--- src/rtl/rlkd_pkg.sv ---
// Shared types and constants for the resistor-ladder key decoder.
// No dependencies; every other file imports this package.
package rlkd_pkg;

   localparam int SAMPLE_W    = 10;
   localparam int MASK_W      = 3;
   localparam int LEVEL_COUNT = 7;
   localparam int CSR_IDX_W   = 3;
   localparam int DIST_W      = SAMPLE_W + 1;

   // register index of the tolerance; indexes below it select a level
   localparam logic [CSR_IDX_W-1:0] CSR_TOLERANCE = 3'd7;

   localparam logic [SAMPLE_W-1:0] TOLERANCE_RESET = 10'd4;
   localparam logic [DIST_W-1:0]   NO_DISTANCE     = 11'd1024;

   typedef struct packed {
      logic [LEVEL_COUNT-1:0][SAMPLE_W-1:0] level;
      logic [SAMPLE_W-1:0]                  tolerance;
   } csr_regs_type;

   typedef struct packed {
      logic [MASK_W-1:0] pattern;  // matched pattern, zero for a released line
      logic              hit;      // zero sample or within tolerance
   } match_res_type;

endpackage

--- src/rtl/rlkd_csr.sv ---
// Configuration register file: seven ladder levels and the match tolerance.
// Depends on rlkd_pkg.
module rlkd_csr
   import rlkd_pkg::*;
(
   input  logic                 clock,
   input  logic                 reset,
   input  logic                 csr_wr_en,
   input  logic [CSR_IDX_W-1:0] csr_index,
   input  logic [SAMPLE_W-1:0]  csr_wdata,
   output csr_regs_type         regs
);

   csr_regs_type regs_ff;
   csr_regs_type regs_in;

   always_comb begin
      regs_in = regs_ff;
      if (csr_wr_en) begin
         unique case (csr_index)
            CSR_TOLERANCE: regs_in.tolerance = csr_wdata;
            default:       regs_in.level[csr_index] = csr_wdata;
         endcase
      end
   end

   always_ff @(posedge clock) begin
      if (reset) begin
         regs_ff.level     <= '0;
         regs_ff.tolerance <= TOLERANCE_RESET;
      end else begin
         regs_ff <= regs_in;
      end
   end

   assign regs = regs_ff;

endmodule

--- src/rtl/rlkd_match.sv ---
// Nearest-level search: distance to each active level, lowest index wins ties.
// Depends on rlkd_pkg.
module rlkd_match
   import rlkd_pkg::*;
#(
   parameter int NUM_BUTTONS = 3
)
(
   input  logic [SAMPLE_W-1:0] sample,
   input  csr_regs_type        regs,
   output match_res_type       res
);

   localparam int USED_LEVELS = (1 << NUM_BUTTONS) - 1;
   localparam logic [MASK_W-1:0] BUTTON_MASK = MASK_W'((1 << NUM_BUTTONS) - 1);

   always_comb begin
      logic [DIST_W-1:0]   best;
      logic [MASK_W-1:0]   best_idx;
      logic [SAMPLE_W-1:0] lv;
      logic [SAMPLE_W-1:0] diff;
      best     = NO_DISTANCE;
      best_idx = '0;
      for (int i = 0; i < LEVEL_COUNT; i++) begin
         lv   = regs.level[i];
         diff = (lv >= sample) ? (lv - sample) : (sample - lv);
         // strict compare keeps the lower index on a tie
         if ((i < USED_LEVELS) && ({1'b0, diff} < best)) begin
            best     = {1'b0, diff};
            best_idx = MASK_W'(i);
         end
      end
      if (sample == '0) begin
         res.pattern = '0;
         res.hit     = 1'b1;
      end else if (best > {1'b0, regs.tolerance}) begin
         res.pattern = '0;
         res.hit     = 1'b0;
      end else begin
         res.pattern = (best_idx + MASK_W'(1)) & BUTTON_MASK;
         res.hit     = 1'b1;
      end
   end

endmodule

--- src/rtl/resistor_ladder_key_decoder.sv ---
// Resistor-ladder key decoder: one ADC sample in, one result beat out per cycle
// while rsp_ready is high. A sample beat is registered, matched against the
// levels and latched into the result register when that register is empty or
// being drained; the nearest-level compare between the two registers sets the
// clock limit. A zero sample means released; a sample farther than the tolerance
// from every active level holds the previous pattern and clears level_matched.
// Levels and tolerance are to be written through the csr port only while idle;
// the block does not enforce it. Depends on rlkd_pkg, rlkd_csr and rlkd_match.
module resistor_ladder_key_decoder
   import rlkd_pkg::*;
#(
   parameter int NUM_BUTTONS = 3
)
(
   input  logic                 clock,
   input  logic                 reset,
   input  logic                 req_valid,
   output logic                 req_ready,
   input  logic [SAMPLE_W-1:0]  req_adc_sample,
   output logic                 rsp_valid,
   input  logic                 rsp_ready,
   output logic [MASK_W-1:0]    rsp_pressed_mask,
   output logic [MASK_W-1:0]    rsp_down_mask,
   output logic [MASK_W-1:0]    rsp_up_mask,
   output logic                 rsp_level_matched,
   input  logic                 csr_wr_en,
   input  logic [CSR_IDX_W-1:0] csr_index,
   input  logic [SAMPLE_W-1:0]  csr_wdata
);

   csr_regs_type  regs;
   match_res_type res;

   logic                samp_valid_ff, samp_valid_in;
   logic [SAMPLE_W-1:0] samp_ff;
   logic                rsp_valid_ff, rsp_valid_in;
   logic [MASK_W-1:0]   last_pressed_ff, last_pressed_in;
   logic [MASK_W-1:0]   pressed_ff, down_ff, up_ff;
   logic                matched_ff;
   logic [MASK_W-1:0]   now_mask;
   logic                advance;
   logic                accept;

   rlkd_csr u_csr (
      .clock     (clock),
      .reset     (reset),
      .csr_wr_en (csr_wr_en),
      .csr_index (csr_index),
      .csr_wdata (csr_wdata),
      .regs      (regs)
   );

   rlkd_match #(
      .NUM_BUTTONS (NUM_BUTTONS)
   ) u_match (
      .sample (samp_ff),
      .regs   (regs),
      .res    (res)
   );

   // sample beat moves on whenever the result register is empty or being drained
   assign advance   = samp_valid_ff && (!rsp_valid_ff || rsp_ready);
   assign req_ready = !samp_valid_ff || advance;
   assign accept    = req_valid && req_ready;

   assign now_mask        = res.hit ? res.pattern : last_pressed_ff;
   assign samp_valid_in   = accept || (samp_valid_ff && !advance);
   assign rsp_valid_in    = advance || (rsp_valid_ff && !rsp_ready);
   assign last_pressed_in = advance ? now_mask : last_pressed_ff;

   always_ff @(posedge clock) begin
      if (reset) begin
         samp_valid_ff   <= 1'b0;
         rsp_valid_ff    <= 1'b0;
         last_pressed_ff <= '0;
      end else begin
         samp_valid_ff   <= samp_valid_in;
         rsp_valid_ff    <= rsp_valid_in;
         last_pressed_ff <= last_pressed_in;
      end
   end

   always_ff @(posedge clock) begin
      if (accept) begin
         samp_ff <= req_adc_sample;
      end
      if (advance) begin
         pressed_ff <= now_mask;
         down_ff    <= now_mask & ~last_pressed_ff;
         up_ff      <= ~now_mask & last_pressed_ff;
         matched_ff <= res.hit;
      end
   end

   assign rsp_valid         = rsp_valid_ff;
   assign rsp_pressed_mask  = pressed_ff;
   assign rsp_down_mask     = down_ff;
   assign rsp_up_mask       = up_ff;
   assign rsp_level_matched = matched_ff;

`ifndef SYNTH
   a_state_tracks_result: assert property (@(posedge clock) disable iff (reset)
      advance |=> (last_pressed_ff == rsp_pressed_mask))
      else $error("held pattern differs from the last result beat");

   a_down_up_disjoint: assert property (@(posedge clock) disable iff (reset)
      rsp_valid |-> ((rsp_down_mask & rsp_up_mask) == '0))
      else $error("button both pressed and released in one beat");

   a_down_is_pressed: assert property (@(posedge clock) disable iff (reset)
      rsp_valid |-> ((rsp_down_mask & ~rsp_pressed_mask) == '0))
      else $error("down mask bit set for a button not pressed");

   a_miss_holds: assert property (@(posedge clock) disable iff (reset)
      (rsp_valid && !rsp_level_matched) |-> (rsp_down_mask == '0 && rsp_up_mask == '0))
      else $error("unmatched sample changed the pattern");
`endif

endmodule

--- config.mk ---
export PLATFORM = sky130hd
export DESIGN_NAME = resistor_ladder_key_decoder
export DESIGN_NICKNAME = d
export VERILOG_FILES = /design/src/rtl/rlkd_pkg.sv /design/src/rtl/rlkd_csr.sv /design/src/rtl/rlkd_match.sv /design/src/rtl/resistor_ladder_key_decoder.sv
export SDC_FILE = /design/constraint.sdc
export NUM_CORES = 1
export LEC_CHECK = 0
export BUFFER_PORTS_ARGS = -buffer_cell sky130_fd_sc_hd__buf_2
export CAP_MARGIN = 5
export CORE_MARGIN = 2
export CORE_UTILIZATION = 30
export DETAILED_ROUTE_END_ITERATION = 10
export SKIP_CTS_REPAIR_TIMING = 1
export SLEW_MARGIN = 25
export SYNTH_ARGS = -nofsm -noshare
export SYNTH_HDL_FRONTEND = slang
export SYNTH_SLANG_ARGS = --single-unit
--- constraint.sdc ---
create_clock -name clock -period 40.4 [get_ports clock]
set_clock_uncertainty 0.2 [all_clocks]
set_input_delay 0 -clock clock [delete_from_list [all_inputs] [get_ports clock]]
set_output_delay 0 -clock clock [all_outputs]
set_load 0.02 [all_outputs]
==> run_results.csv <==
group,metric,value,unit
grt,grt_pass1_vias,10550,
worst_setup_path,critPathKind,"flip-flop to flip-flop",
timing,tns,0,ps
synth,muxShareOfSynthArea,6.028,%
power_and_ir_drop,p_clk_share,10.5,%
final_layout,layout_commonest_cell,"nand2_1",
timing,grt_setup_unrepaired,"false",
grt,antenna_found_initial,0,
power_and_ir_drop,pwr-share-seq,15.0,%
synth,async_reset_ff_share,0,%
synth,synth_edf_count,20,
grt,grt_use_total,18.95,%
timing,clock.fmax,52.30,MHz
outcome,outcome,"finished with violations",
clock_network,cts_buffers,9,
detailed_routing,drt-pass1-iter-count,7,
floorplanning,ios,40,
floorplanning,die_y,204.5,um
final_layout,area_growth,10.08,%
synth,synth_area_leaders,"ha_1 20%, dfxtp_1 14%, a21oi_1 7.3%, nand2_1 6.9%, edfxtp_1 5.0%",
clock_network,clkLatencyLatePin,360,ps
synth,ys_seq_elements,105,
placed_design,post-dp-hpwl,31.35,mm
timing,relSlewSlack,33.53,%
final_layout,ff_latch_area,2302,um2
detailed_routing,wl_per_cell,19.10,um
synth,syn_nets,1781,
clock_network,cts_tree,"yes",
outcome,violations,"negative hold slack",
worst_setup_path,required,40470,ps
synth,synth_top_area_share,20.44,%
detailed_routing,drc_errors,0,
synth,yosysWarnings,0,
grt,grt_max_degree,88,
timing,fin_hold_ws,-43.47,ps
synth,yosys.area_share.xor_xnor,3.984,%
power_and_ir_drop,irDropWorstVdd,0.08810,mV
synth,synth_cell_types,85,
timing,setup_viol,0,
power_and_ir_drop,switchingPower,0.0004547,W
final_layout,final_core_util,33.41,%
clock_network,root_buffer,"clkbuf_16",
timing,worst_pin_slew,993.4,ps
power_and_ir_drop,leakagePower,5.582,nW
synth,synthFlopType,"dfxtp_1",
final_layout,final_cell_mix,"221 x nand2_1, 197 x ha_1, 177 x a21oi_1",
floorplanning,die_w,204.5,um
timing,fin_crit_sh,47.33,%
timing,drv_slew,0,
power_and_ir_drop,p_int,0.0004164,W
synth,synth-seq-area-share,19.09,%
grt,grt_first_pass_wirelength,61.07,mm
worst_setup_path,endpoint_kind,"flip-flop",
synth,synthCells,1542,
power_and_ir_drop,power_per_cell_area,65.62,nW/um2
detailed_routing,drtIter0Drc,962,
floorplanning,initial_utilization,30.35,%
placed_design,io_buffers,39,
worst_setup_path,cpPeakStageDelay,920,ps
final_layout,fillCellCount,4185,
timing,fin_crit,19120,ps
placed_design,gp_congestion,0.9248,
final_layout,drive_above_1_share,6.997,%
final_layout,n_antenna_cell,0,
synth,syn_avg_cell_area,7.820,um2
worst_setup_path,crit_slowest_cell,"edfxtp_1",
clock_network,path_clk_slew,80,ps
power_and_ir_drop,power_frac_comb,74.5,%
final_layout,nets,1806,
floorplanning,dieArea,41820,um2
synth,synth_compound_area_share,24.67,%
hold_path,worstHoldPathType,"input port to flip-flop",
synth,synth_top_family_by_area,"compound AO/OA/AOI/OAI gates",
detailed_routing,postRouteAntennaNets,0,
clock_network,clockBufferDepth,2,
clock_network,clkSinkCount,105,
detailed_routing,vias_per_cell,5.452,
floorplanning,fp-row-count,73,
worst_setup_path,crit_fanout,18,
synth,synth_top_area_cell,"ha_1",
detailed_routing,wl,40.05,mm
floorplanning,core_area,39730,um2
synth,synth_area,12060,um2
worst_setup_path,startpoint_type,"flip-flop",
final_layout,multi_input_area,8946,um2
detailed_routing,vias,11430,
timing,finalHoldViolations,10,
synth,synthAdderAreaFrac,22.76,%
worst_setup_path,arrival,19190,ps
run,max-cap-violations,0,
synth,synthSimpleGateAreaFrac,16.69,%
power_and_ir_drop,swShare,52.20,%
grt,grt_overflow_total,0,
clock_network,htreeDepth,3,
through the flow:
step | std cells | total power, W | setup slack (ps) | hold slack (ps) | cell area (um2)
after global placement | 2057 | 0.0007599 | 22090 | -21.52 | 12720
after CTS | 2073 | 0.0008593 | 21670 | -398.5 | 13040
final | 2097 | 0.0008711 | 21280 | -43.47 | 13280
after global routing | 2097 | 0.0009519 | 19850 | 5.565 | 13280
after detailed placement | 2057 | 0.0007644 | 21740 | -21.88 | 12730
after floorplan | 1542 | 0.0006130 | 24860 | -101.1 | 12060
worst paths after layout:
path | start | end | slack [ps] | depth (start not counted)
max | samp_ff[3]$_DFFE_PP_ | last_pressed_ff[0]$_SDFFE_PP0P_ | 21280 | 71
min | csr_index[1] | u_csr.regs[11]$_SDFFE_PP0P_ | -40 | 4
max reg2reg | samp_ff[3]$_DFFE_PP_ | last_pressed_ff[0]$_SDFFE_PP0P_ | 21280 | 71
min reg2reg | u_csr.regs[39]$_SDFFE_PP0P_ | u_csr.regs[39]$_SDFFE_PP0P_ | 260 | 2
registers in the layout, summed over array words and instances (netlist names):
name / cells
last_pressed_ff: 3
rsp_up_mask: 3
samp_valid_ff: 1
rsp_level_matched: 1
rsp_valid: 1
rsp_pressed_mask: 3
u_csr.regs: 80
rsp_down_mask: 3
samp_ff: 10
metal layers:
layer  track usage, %  vias up  part of all wire, %
li1                 -     5491                    -
met1            27.54     5415                   48
met2            28.77      466                   43
met3            2.402       61                  6.6
met4            6.211        0                  2.9
met5                0        -                    0
cell families (layout without fill, tap and decap cells):
family / after synthesis / in the layout
compound gates: 458 / 458
xor+xnor: 54 / 54
fa+ha+maj: 211 / 211
buf+inv: 208 / 238
flops: 105 / 105
mux: 70 / 70
simple gates: 436 / 436
layout make-up:
class / instances / area share, %
clock buffers: 9 / 1.697
clock inverters: 7 / 0.6032
inverters: 151 / 4.288
multi-input cells: 1229 / 67.39
flip-flops and latches: 105 / 17.34
well taps: 525 / 4.948
repair buffers: 71 / 3.732
critical path: cells and delay by family, from the launching register on:
family	cells	cell delay, ps
AO/OA/AOI/OAI	38	9860
multiplexers	1	370
XOR/XNOR	1	340
flip-flops	1	920
adder cells (fa/ha/maj)	8	2380
buffers and inverters	4	1000
AND/OR/NAND/NOR	19	3950
synth_stat cells, types with 4 or more instances:
| library cell | n |
|---|---|
| nand2_1 | 221 |
| ha_1 | 197 |
| a21oi_1 | 177 |
| inv_1 | 150 |
| dfxtp_1 | 85 |
| nor2_1 | 62 |
| o21ai_0 | 62 |
| a21o_1 | 52 |
| mux2i_1 | 52 |
| clkbuf_1 | 33 |
| xnor2_1 | 33 |
| nand3_1 | 25 |
| edfxtp_1 | 20 |
| xor2_1 | 20 |
| a31oi_1 | 19 |
| nand2b_1 | 18 |
| o21a_1 | 18 |
| nor2b_1 | 17 |
| nor3_1 | 17 |
| mux2_2 | 16 |
| nand4_1 | 16 |
| and2_1 | 14 |
| fa_1 | 14 |
| o21bai_1 | 13 |
| buf_1 | 12 |
| o211ai_1 | 12 |
| o22ai_1 | 10 |
| nand3b_1 | 9 |
| a221oi_1 | 8 |
| buf_2 | 8 |
| and3_1 | 7 |
| a211oi_1 | 6 |
| o31ai_1 | 6 |
| or3_1 | 6 |
| a21boi_0 | 5 |
| a41oi_1 | 5 |
| and4_1 | 5 |
| or2_2 | 5 |
| a22oi_1 | 4 |
| nor4_1 | 4 |
| o221ai_1 | 4 |
| o31a_1 | 4 |
power groups by stage:
stage	clock network, W	logic, W	registers [W]
2_1_floorplan	0	0.000477	0.000136
3_3_place_gp	0	0.000627	0.000133
3_5_place_dp	0	0.000632	0.000133
4_1_cts	0.0000927	0.000636	0.000130
5_1_grt	0.0000971	0.000724	0.000131
6_report	0.0000917	0.000649	0.000130
Note: power is estimated with default switching activity, not from simulation.
